==> src/hdl/sfe_pkg.sv <==
package sfe_pkg;

   localparam int WORD_W      = 32;
   localparam int SAMPLE_W    = 16;
   localparam int GAIN_W      = 17;
   localparam int LEN_W       = 16;
   localparam int CSR_DATA_W  = 17;
   localparam int CSR_INDEX_W = 3;

   localparam logic [GAIN_W-1:0] MIX_DRY_RESET = 17'h10000;
   localparam logic [LEN_W-1:0]  DELAY_LENGTH_RESET = 16'd1;

   typedef enum logic [CSR_INDEX_W-1:0] {
      CSR_MIX_DRY      = 3'd0,
      CSR_MIX_WET      = 3'd1,
      CSR_FB_DRY_SAME  = 3'd2,
      CSR_FB_WET_SAME  = 3'd3,
      CSR_FB_DRY_CROSS = 3'd4,
      CSR_FB_WET_CROSS = 3'd5,
      CSR_DELAY_LENGTH = 3'd6,
      CSR_STEREO_MODE  = 3'd7
   } csr_index_type;

   typedef struct packed {
      logic [GAIN_W-1:0] mix_dry;
      logic [GAIN_W-1:0] mix_wet;
      logic [GAIN_W-1:0] fb_dry_same;
      logic [GAIN_W-1:0] fb_wet_same;
      logic [GAIN_W-1:0] fb_dry_cross;
      logic [GAIN_W-1:0] fb_wet_cross;
   } gain_type;

   // Products of one channel, each kept modulo 2^32.
   typedef struct packed {
      logic [WORD_W-1:0] mix_dry_term;
      logic [WORD_W-1:0] mix_wet_term;
      logic [WORD_W-1:0] same_dry_term;
      logic [WORD_W-1:0] same_wet_term;
      logic [WORD_W-1:0] cross_dry_term;
      logic [WORD_W-1:0] cross_wet_term;
   } lane_terms_type;

   typedef struct packed {
      logic [WORD_W-1:0]   left_out;
      logic [WORD_W-1:0]   right_out;
      logic [SAMPLE_W-1:0] left_fb;
      logic [SAMPLE_W-1:0] right_fb;
   } merge_type;

endpackage

==> src/hdl/sfe_merge.sv <==
module sfe_merge (
   input  sfe_pkg::lane_terms_type left_terms,
   input  sfe_pkg::lane_terms_type right_terms,
   input  logic                    stereo,
   output sfe_pkg::merge_type      merged
);

   logic [sfe_pkg::WORD_W-1:0] left_sum;
   logic [sfe_pkg::WORD_W-1:0] right_sum;
   logic [sfe_pkg::WORD_W-1:0] left_cross;

   always_comb begin
      // In mono the left ring sees no contribution from the right channel.
      left_cross = stereo ? (right_terms.cross_wet_term + right_terms.cross_dry_term) : '0;
      left_sum   = left_terms.same_wet_term + left_terms.same_dry_term + left_cross;
      right_sum  = right_terms.same_wet_term + right_terms.same_dry_term
                 + left_terms.cross_wet_term + left_terms.cross_dry_term;
      merged.left_out  = left_terms.mix_dry_term + left_terms.mix_wet_term;
      merged.right_out = stereo ? (right_terms.mix_dry_term + right_terms.mix_wet_term) : '0;
      merged.left_fb   = left_sum[31:16];
      merged.right_fb  = right_sum[31:16];
   end

endmodule

==> config.mk <==
export PLATFORM = sky130hd
export DESIGN_NAME = sfe_merge
export DESIGN_NICKNAME = d
export VERILOG_FILES = /design/src/hdl/sfe_pkg.sv /design/src/hdl/sfe_merge.sv
export SDC_FILE = /design/constraint.sdc
export NUM_CORES = 1
export LEC_CHECK = 0
export BUFFER_PORTS_ARGS = -buffer_cell sky130_fd_sc_hd__buf_2
export CAP_MARGIN = 15
export CORE_MARGIN = 2
export CORE_UTILIZATION = 25
export DETAILED_ROUTE_END_ITERATION = 6
export SKIP_LAST_GASP = 1
export SLEW_MARGIN = 10
export SYNTH_ARGS = -nofsm -noshare
export SYNTH_HDL_FRONTEND = slang
export SYNTH_SLANG_ARGS = --single-unit
==> constraint.sdc <==
create_clock -name vclk -period 17.8
set_input_delay 3.56 -clock vclk [all_inputs]
set_output_delay 3.56 -clock vclk [all_outputs]
set_load 0.01 [all_outputs]
* Word level (Yosys, flattened, before mapping)
Index checks and enable logic that the tools add are counted.
Cells by class: add/sub/neg operators 8, multiplexer cells 2
Operators with widths (number):
- adder 32 bit | 8
- two-way mux 32 bit | 2
Storage, ports and cells: register bits after elaboration 0, input bits 385, output and inout bits 96, logic and storage cells 10

* Logic depth before layout (Yosys ltp)
word-level depth 3, mapped depth 25, mapped depth without buffers 25

* Worst setup path after synthesis
OpenSTA, ideal clock, no wires.
path type input to output, from in right_terms[0] (netlist name), to out merged[28] (netlist name), arrival time 8.296 ns, required time 14.240 ns, setup slack 5.944 ns, stages on the path 25, buffers on the path 0, cell sequence ha_1 -> inv_1 -> fa_1 -> nor2b_1 -> o21a_1 -> o21ai_0 -> a21oi_1 -> a21o_1 -> a21oi_1 -> o21bai_1 -> a21o_1 -> a21oi_1 -> mux2i_1 -> fa_1 -> ha_1 -> nor2_1 -> o31ai_1 -> a311oi_1 -> a311oi_1 -> o211ai_1 -> o31a_1 -> nand2b_1 -> a21boi_1 -> nor2_1 -> xnor2_1
RTL lines:
- from (decl) | RTL line sfe_merge.sv:3 | input sfe_pkg::lane_terms_type right_terms,
- to (decl) | RTL line sfe_merge.sv:5 | output sfe_pkg::merge_type merged

==> summary.md <==
| Metric | Value |
|---|---|
| Status | `finished clean` |
| # rows | `68` |
| Routability cong. | `0.924` |
| Fill count | `3756` |
| Drt pass-1 iters | `5` |
| WP data required | `14.24 ns` |
| Largest net degree at the start of global routing | `32` |
| CP Capture Type | `output pin` |
| Worst hold path class | `input port to output pin` |
| Critical path launch point type | `input port` |
| WL final | `between 30000 and 40000 um` |
| Setup_tns | `0 ns` |
| Clock buf count | `0` |
| Worst-Margin Slew | `roughly 0.62 ns` |
| Fmax | `0.0770 GHz` |
| Met2 routed WL | `17500 um` |
| Worst Path Max Fanout | `4` |
| FF+latch count | `0` |
| Post-DP HPWL | `32200 um` |
| Synth area leader | `ha_1` |
| Routed length on met3 | `between 2000 and 2500 um` |
| Final number of max-transition violations | `0` |
| Post-synth net total | `about 1700` |
| Synth top area share | `a little over a fifth` |
| Tmin final | `12.99 ns` |
| DRC errors left | `0` |
| Die height | `between 150 and 200 um` |
| Slew HR | `between 50% and 60%` |
| Fin crit share | `73.0%` |
| Gr ovfl total | `0` |
| Fraction of layout cells with a size suffix above 1 | `32.9%` |
| Synthesized netlist cell count | `1058` |
| Multi-input gate area | `0.00844 mm2` |
| Drt wl/cell | `17.7 um` |
| Area delta synth->final | `34.0%` |
| Die Wd | `190 um` |
| Nets | `~2200` |
| CP startpoint | `right_terms[0]` |
| Top Layer Used | `met5` |
| Post-synthesis sequential area ratio | `0%` |
| Cell at the slowest stage of the critical path | `a311oi_1` |
| Cell variety after synth | `65` |
| Starting density of the core | `25.3%` |
| Detailed-route via count | `a little under 10000` |
| Die area | `0.0363 mm2` |
| Vias in the first global route | `9869` |
| Synth warn | `0` |
| RSZ-0062 raised after global routing | `no` |
| Post-CTS Setup Bufs | `0` |
| Setup Viol. Count Final | `0` |
| Cts-stage hold buffer count | `0` |
| Core area | `approximately 0.034 mm2` |
| CP peak stage delay | `approximately 0.5 ns` |
| CP most frequent cell | `a21oi_1` |
| Vias per inst | `4.88` |
| Sequential Area | `0 um2` |
| Metal-1 WL | `14600 um` |
| Number of max-cap violations | `0` |
| CP arrival | `9.43 ns` |
| GRT Util Overall | `18.4%` |
| Post-CTS resize count | `0` |
| Port-buffer cells | `between 400 and 500` |
| Syn avg cell area | `8.21 um2` |
| Setup Crit Path Kind | `input port to output pin` |
| Final Hold Viols | `0` |
| Synth area leaders | `ha_1 22%, fa_1 22%, xnor2_1 6.4%` |
| Syn Std Cell Area | `0.00869 mm2` |
| DRT antenna net count | `0` |
| Drt first-iter violations | `between 400 and 500` |
| Number of antenna violations at the first check in global routing | `17` |
| I/O pin total | `481` |
| First-pass GRT wire length | `52200 um` |
| CP endpoint | `merged[28]` |
layout make-up:
type | instances | share of cell area (%)
multi-input combinational | 993 | 72.5
tap | 455 | 4.89
antenna | 10 | 0.215
inverter | 50 | 1.61
timing repair buffer | 482 | 20.7
synthesized netlist by cell type, drive strengths merged (6+ instances only):
cell type / n
ha: 152
a21oi: 101
nor2: 98
fa: 94
nand2: 67
a21o: 66
xnor2: 63
inv: 50
o21ai: 49
xor2: 43
nand3: 24
nor3: 23
a211oi: 22
nand2b: 17
and2: 15
o21bai: 15
and3: 14
clkbuf: 14
o21a: 13
nand4: 10
a31oi: 9
nor2b: 9
or3: 9
o211ai: 7
nor4: 6
worst min path at each step:
stage	from	to	cells past startpoint
final	left_terms[160]	merged[64]	3
after global routing	left_terms[160]	merged[64]	3
after CTS	left_terms[160]	merged[64]	3
after detailed placement	left_terms[160]	merged[64]	3
after global placement	left_terms[128]	merged[64]	3
after floorplan	left_terms[160]	merged[64]	1
logic make-up after synthesis:
family                   count (synthesis)  synth area share, %
AO/OA/AOI/OAI                          327                 25.1
XOR/XNOR                               107                 10.9
adder cells (fa/ha/maj)                246                 43.6
buffers and inverters                   65                 2.81
multiplexers                             6                0.706
AND/OR/NAND/NOR                        307                 16.9
placed cells by master, fill, tap and decap left out, types with 6 or more instances in the layout:
cell and count:
fa_1 94, nor2b_1 9, diode_2 10, buf_2 481, and2_1 15, a31oi_1 8, o21ai_0 44, a211oi_1 20
ha_1 152, nor2_1 98, or3_1 9, nand2_1 67, nand2b_1 17, a21o_1 66, o21a_1 13, nor4_1 6
o21bai_1 15, a21oi_1 101, xnor2_1 63, xor2_1 43, nand4_1 10, and3_1 14, nand3_1 24, nor3_1 23
inv_1 49, o211ai_1 6
critical path: cells and delay by family:
| kind | cells | cell delay [ns] |
|---|---|---|
| AND/OR/NAND/NOR | 4 | 0.39 |
| multiplexers | 1 | 0.27 |
| XOR/XNOR | 1 | 0.15 |
| buffers and inverters | 3 | 0.33 |
| adder cells (fa/ha/maj) | 4 | 1.22 |
| AO/OA/AOI/OAI | 14 | 3.52 |
routing by layer:
metal,vias to the layer above,track usage [%]
met2,325,33.2
met1,4522,22.5
li1,4800,-
met5,-,0
met3,44,3.68
met4,14,3.55
metrics by stage:
step                      std cells  area (um2)  hold slack (ns)  setup slack, ns  util [%]
after floorplan                1058        8690             7.26             5.94         -
after global placement         1980       11600             7.45             4.92      33.8
after detailed placement       1980       11600             7.45             4.83      33.8
after CTS                      1980       11600             7.45             4.76      33.8
after global routing           1987       11600             7.46             4.29      33.8
final                          1990       11600             7.46             4.81      33.9
