==> config.mk <==
export PLATFORM = sky130hd
export DESIGN_NAME = sfe_lane
export DESIGN_NICKNAME = d
export VERILOG_FILES = /design/src/hdl/sfe_pkg.sv /design/src/hdl/sfe_lane.sv
export SDC_FILE = /design/constraint.sdc
export NUM_CORES = 2
export LEC_CHECK = 0
export CORE_MARGIN = 2
export CORE_UTILIZATION = 45
export DETAILED_ROUTE_END_ITERATION = 8
export DONT_BUFFER_PORTS = 1
export GPL_ROUTABILITY_DRIVEN = 0
export GPL_TIMING_DRIVEN = 0
export HOLD_SLACK_MARGIN = 0.06
export PLACE_DENSITY = 0.65
export REMOVE_ABC_BUFFERS = 1
export SYNTH_ARGS = -nofsm -noshare
export SYNTH_HDL_FRONTEND = slang
export SYNTH_SLANG_ARGS = --single-unit
==> constraint.sdc <==
create_clock -name clock -period 10.9 [get_ports clock]
set_input_delay 2.725 -clock clock [delete_from_list [all_inputs] [get_ports clock]]
set_output_delay 2.725 -clock clock [all_outputs]
set_load 0.005 [all_outputs]
==> src/hdl/sfe_pkg.sv <==
package sfe_pkg;

   localparam int WORD_W      = 32;
   localparam int SAMPLE_W    = 16;
   localparam int GAIN_W      = 17;
   localparam int LEN_W       = 16;
   localparam int CSR_DATA_W  = 17;
   localparam int CSR_INDEX_W = 3;

   localparam logic [GAIN_W-1:0] MIX_DRY_RESET = 17'h10000;
   localparam logic [LEN_W-1:0]  DELAY_LENGTH_RESET = 16'd1;

   typedef enum logic [CSR_INDEX_W-1:0] {
      CSR_MIX_DRY      = 3'd0,
      CSR_MIX_WET      = 3'd1,
      CSR_FB_DRY_SAME  = 3'd2,
      CSR_FB_WET_SAME  = 3'd3,
      CSR_FB_DRY_CROSS = 3'd4,
      CSR_FB_WET_CROSS = 3'd5,
      CSR_DELAY_LENGTH = 3'd6,
      CSR_STEREO_MODE  = 3'd7
   } csr_index_type;

   typedef struct packed {
      logic [GAIN_W-1:0] mix_dry;
      logic [GAIN_W-1:0] mix_wet;
      logic [GAIN_W-1:0] fb_dry_same;
      logic [GAIN_W-1:0] fb_wet_same;
      logic [GAIN_W-1:0] fb_dry_cross;
      logic [GAIN_W-1:0] fb_wet_cross;
   } gain_type;

   // Products of one channel, each kept modulo 2^32.
   typedef struct packed {
      logic [WORD_W-1:0] mix_dry_term;
      logic [WORD_W-1:0] mix_wet_term;
      logic [WORD_W-1:0] same_dry_term;
      logic [WORD_W-1:0] same_wet_term;
      logic [WORD_W-1:0] cross_dry_term;
      logic [WORD_W-1:0] cross_wet_term;
   } lane_terms_type;

   typedef struct packed {
      logic [WORD_W-1:0]   left_out;
      logic [WORD_W-1:0]   right_out;
      logic [SAMPLE_W-1:0] left_fb;
      logic [SAMPLE_W-1:0] right_fb;
   } merge_type;

endpackage

==> src/hdl/sfe_lane.sv <==
module sfe_lane (
   input  logic                                clock,
   input  logic                                enable,
   input  sfe_pkg::gain_type                   gains,
   input  logic signed [sfe_pkg::SAMPLE_W-1:0] sample,
   input  logic signed [sfe_pkg::SAMPLE_W-1:0] delayed,
   output sfe_pkg::lane_terms_type             terms_ff
);

   sfe_pkg::lane_terms_type   terms_in;
   logic signed [16:0]        sample_x;
   logic signed [16:0]        delayed_x;
   logic signed [16:0]        delayed_p1;

   // Unsigned 17-bit gain times a signed 17-bit value, low 32 bits kept.
   function automatic logic [31:0] gain_mul(input logic [16:0] g,
                                            input logic signed [16:0] v);
      logic signed [17:0] gs;
      logic signed [34:0] p;
      gs = signed'({1'b0, g});
      p  = gs * v;
      return p[31:0];
   endfunction

   always_comb begin
      sample_x   = signed'({sample[15], sample});
      delayed_x  = signed'({delayed[15], delayed});
      delayed_p1 = delayed_x + 17'sd1;
      terms_in.mix_dry_term   = gain_mul(gains.mix_dry, sample_x);
      terms_in.mix_wet_term   = gain_mul(gains.mix_wet, delayed_x);
      terms_in.same_dry_term  = gain_mul(gains.fb_dry_same, sample_x);
      terms_in.same_wet_term  = gain_mul(gains.fb_wet_same, delayed_p1);
      terms_in.cross_dry_term = gain_mul(gains.fb_dry_cross, sample_x);
      terms_in.cross_wet_term = gain_mul(gains.fb_wet_cross, delayed_p1);
   end

   always_ff @(posedge clock) begin
      if (enable) begin
         terms_ff <= terms_in;
      end
   end

endmodule

Word level (Yosys, flattened, before mapping)
Index checks and enable logic that the tools add are counted.
{"block": "word_totals", "reg_bits": 192}
{"block": "op_classes", "addsub": 1, "multipliers": 6}
{"op": "18-bit by 16-bit multiplier with 32-bit output", "n": 4}
{"op": "18-bit by 17-bit multiplier with 32-bit output", "n": 2}
{"op": "16-bit by 2-bit adder with 17-bit output (second input constant)", "n": 1}

Depth between registers and ports, before layout
{"block": "depth", "word_depth": 2, "ltp_mapped": 30, "depth_no_buf": 28}

Worst setup path after synthesis
OpenSTA, ideal clock, no wires.
{"block": "synth_timing", "path_kind": "input to register", "start": "input port delayed[1] (netlist name)", "end": "register terms_ff[31] (netlist name), data pin", "slack_ns": 1.590, "setup_time_ns": 0.260, "n_path_buf": 2, "stages": 27, "arrival_time_ns": 9.050, "cell_sequence": "buf_2 > and3_1 > nand3_1 > or2_1 > nor2_1 > xor2_1 > clkbuf_1 > nand2_1 > fa_1 > inv_1 > fa_1 > fa_1 > fa_1 > fa_1 > inv_1 > fa_1 > inv_1 > ha_1 > a21o_1 > a21o_1 > a21o_1 > a211oi_1 > o31ai_1 > nand3_1 > nand3_1 > o41a_1 > xnor2_1"}
{"element": "start, declared", "line_no": "sfe_lane.sv:6", "rtl": "input logic signed [sfe_pkg::SAMPLE_W-1:0] delayed,"}
{"element": "end signal, assigned", "line_no": "sfe_lane.sv:39", "rtl": "terms_ff <= terms_in;"}
{"element": "end, declared", "line_no": "sfe_lane.sv:7", "rtl": "output sfe_pkg::lane_terms_type terms_ff"}

==> flow_summary.yaml <==
yosys:
  synthArstFlopShare_pct: 0
  synth_edf_count: 192
  ys_seq_area_share_pct: 9.48
  ys.flop_type: "edfxtp_1"
  ys_ff_latch: 192
  syn_area_um2: 60800
  ys_types: 72
  yosysWarnings: 0
  syn_inst: 6567
  synth.avg_cell_area_um2: 9.26
route:
  avgViaCountPerCell: 5.21
  topRoutingLayerUsed: "met4"
  wl_per_cell_um: 18.4
  first_pass_iters: 5
  drc: 0
  vias: 42255
  met1Wirelength_mm: 62.1
  routed_wl_mm: 149
  drt_iter0_drc: 2190
  met2_length_mm: 74.5
  antenna_left: 0
  wl_met3_mm: 9.23
final_layout:
  top_register: "terms_ff"
  largest_register_ffs: 192
  register_area_um2: 5770
  final_cells: 8115
  fillers: 12614
  final_layout_size_suffix_gt1_share_pct: 1.72
  syn2layout_area_growth_pct: 3.92
  top_regs: "terms_ff: 192 flops"
  fin_nets: 8421
  final_common_cell: "inv_1"
  multi_input_area_um2: 48200
  layout_common_cells: "inv_1, fa_1, nand2_1"
placed_design:
  dp.cells: 8081
  pre_cts_slack_ns: 0.488
  hpwl_mm: 114
  port_buffers: 0
worst_setup_path:
  cp_num_buf_inv: 5
  worstSetupPathType: "in -> reg"
  arrival_ns: 10.20
  cp.depth: 27
  max_stage_delay_ns: 0.56
  cp-end-kind: "register"
  slowest_stage: "nor3_1"
  crit_path_max_fanout: 54
  critPathLaunch: "delayed[0]"
  crit_path_frequent_cell: "fa_1"
  required_ns: 11.22
  crit_family: "adder cells"
  cp-start-kind: "input port"
clock_tree:
  htreeDepth: 4
  clk_pin_slew_ns: 0.11
  post_cts_buffers: 0
  cts_hold_buf: 0
  clock-sinks: 192
  ctsResizeCount: 0
  cts_buffers: 17
  tritoncts: "done"
  clockBufferDepth: 2
  cts_root_buf: "clkbuf_16"
global_route:
  grt_usage_pct: 22.9
  antenna_found_initial: 3
  grt_pass1_wl_mm: 249
  grt_max_degree: 193
  grt_pass1_vias: 46869
  gr-total-overflow: 0
floorplanning:
  die_w_um: 372
  pin_count: 328
  fp.dieH_um: 372
  start_util_pct: 45.4
  rows: 134
  fp.coreArea_um2: 134000
  die_area_um2: 138000
timing:
  maxSlewViolCount: 0
  worst_pin_slew_ns: 1.38
  hold_viol_final: 0
  period_minus_slack_ns: 9.88
  period_share_pct: 90.6
  relSlewSlack_pct: 7.58
  rsz0062_at_grt: "no"
  timing.final.ws_setup_ns: 1.02
  max_freq_mhz: 101
  setup_viol: 0
outcome:
  status: "finished clean"
job:
  maxCapViolCount: 0
worst_hold_path:
  whs_path_depth: 0
  hold_start: "enable"
  hold_path.class: "in -> reg"
==> cells by family (layout without fill, tap and decap cells) <==
| family | Yosys count | count (layout) | synth area share [%] |
|---|---|---|---|
| adder cells (fa/ha/maj) | 1953 | 1953 | 56.0 |
| AND/OR/NAND/NOR | 1938 | 1938 | 15.5 |
| buffers and inverters | 1856 | 1634 | 11.5 |
| AO/OA/AOI/OAI | 429 | 429 | 4.66 |
| XOR/XNOR | 198 | 198 | 2.86 |
| flip-flops | 192 | 192 | 9.48 |
| multiplexers | 1 | 1 | 0.0165 |
| other | 0 | 2 | 0 |
==> through the flow <==
stage          setup TNS [ns]  instance area (um^2)  utilization (%)  hold slack, ns
4_1_cts                     0                 63200             47.2            2.19
6_report                    0                 63200             47.2            2.27
5_1_grt                     0                 63200             47.2            2.23
3_3_place_gp           -19.75                 62000             46.3            2.85
2_1_floorplan               0                 59800                -            2.84
3_5_place_dp                0                 62600             46.8            2.85
==> path summary, 6_finish.rpt <==
path / endpoint
setup / recovery: terms_ff[25]
hold / removal: terms_ff[141]
==> synthesized netlist by cell type, drive strengths merged, types with 3 or more instances <==
cell	number	area [um^2]
a211o	6	52.6
a211oi	20	155
a21boi	3	22.5
a21o	71	533
a21oi	135	683
a311oi	3	26.3
a31o	10	87.6
a31oi	12	75.1
a41o	3	30.0
and2	642	4020
and3	17	106
and4	5	43.8
buf	9	37.5
clkbuf	268	1010
edfxtp	192	5770
fa	1280	25600
ha	673	8420
inv	1579	5930
nand2	952	3570
nand2b	69	432
nand3	34	170
nand4	10	62.6
nor2	112	420
nor2b	42	263
nor3	23	126
o2111ai	4	35.0
o211ai	10	98.8
o21a	23	173
o21ai	69	345
o21bai	25	188
o31a	3	26.3
o31ai	5	37.5
o41ai	4	50.1
or2	18	113
or3	6	37.5
xnor2	151	1330
xor2	47	412
==> cell type report <==
type / count / area share (%)
diodes: 2 / 0.00792
multi-input cells: 4519 / 76.4
clock inverters: 15 / 0.305
well taps: 1768 / 3.50
repair buffers: 23 / 0.636
flip-flops and latches: 192 / 9.13
inverters: 1579 / 9.38
clock buffers: 17 / 0.673
==> routing by layer <==
layer | track usage [%] | vias to the layer above
met5 | 0 | -
met4 | 6.27 | 0
met3 | 3.78 | 203
met2 | 39.6 | 1231
met1 | 29.6 | 21835
li1 | - | 18986
Power is not shown: default switching activity piles up to over one toggle a cycle in this logic, so the estimate is an artifact.
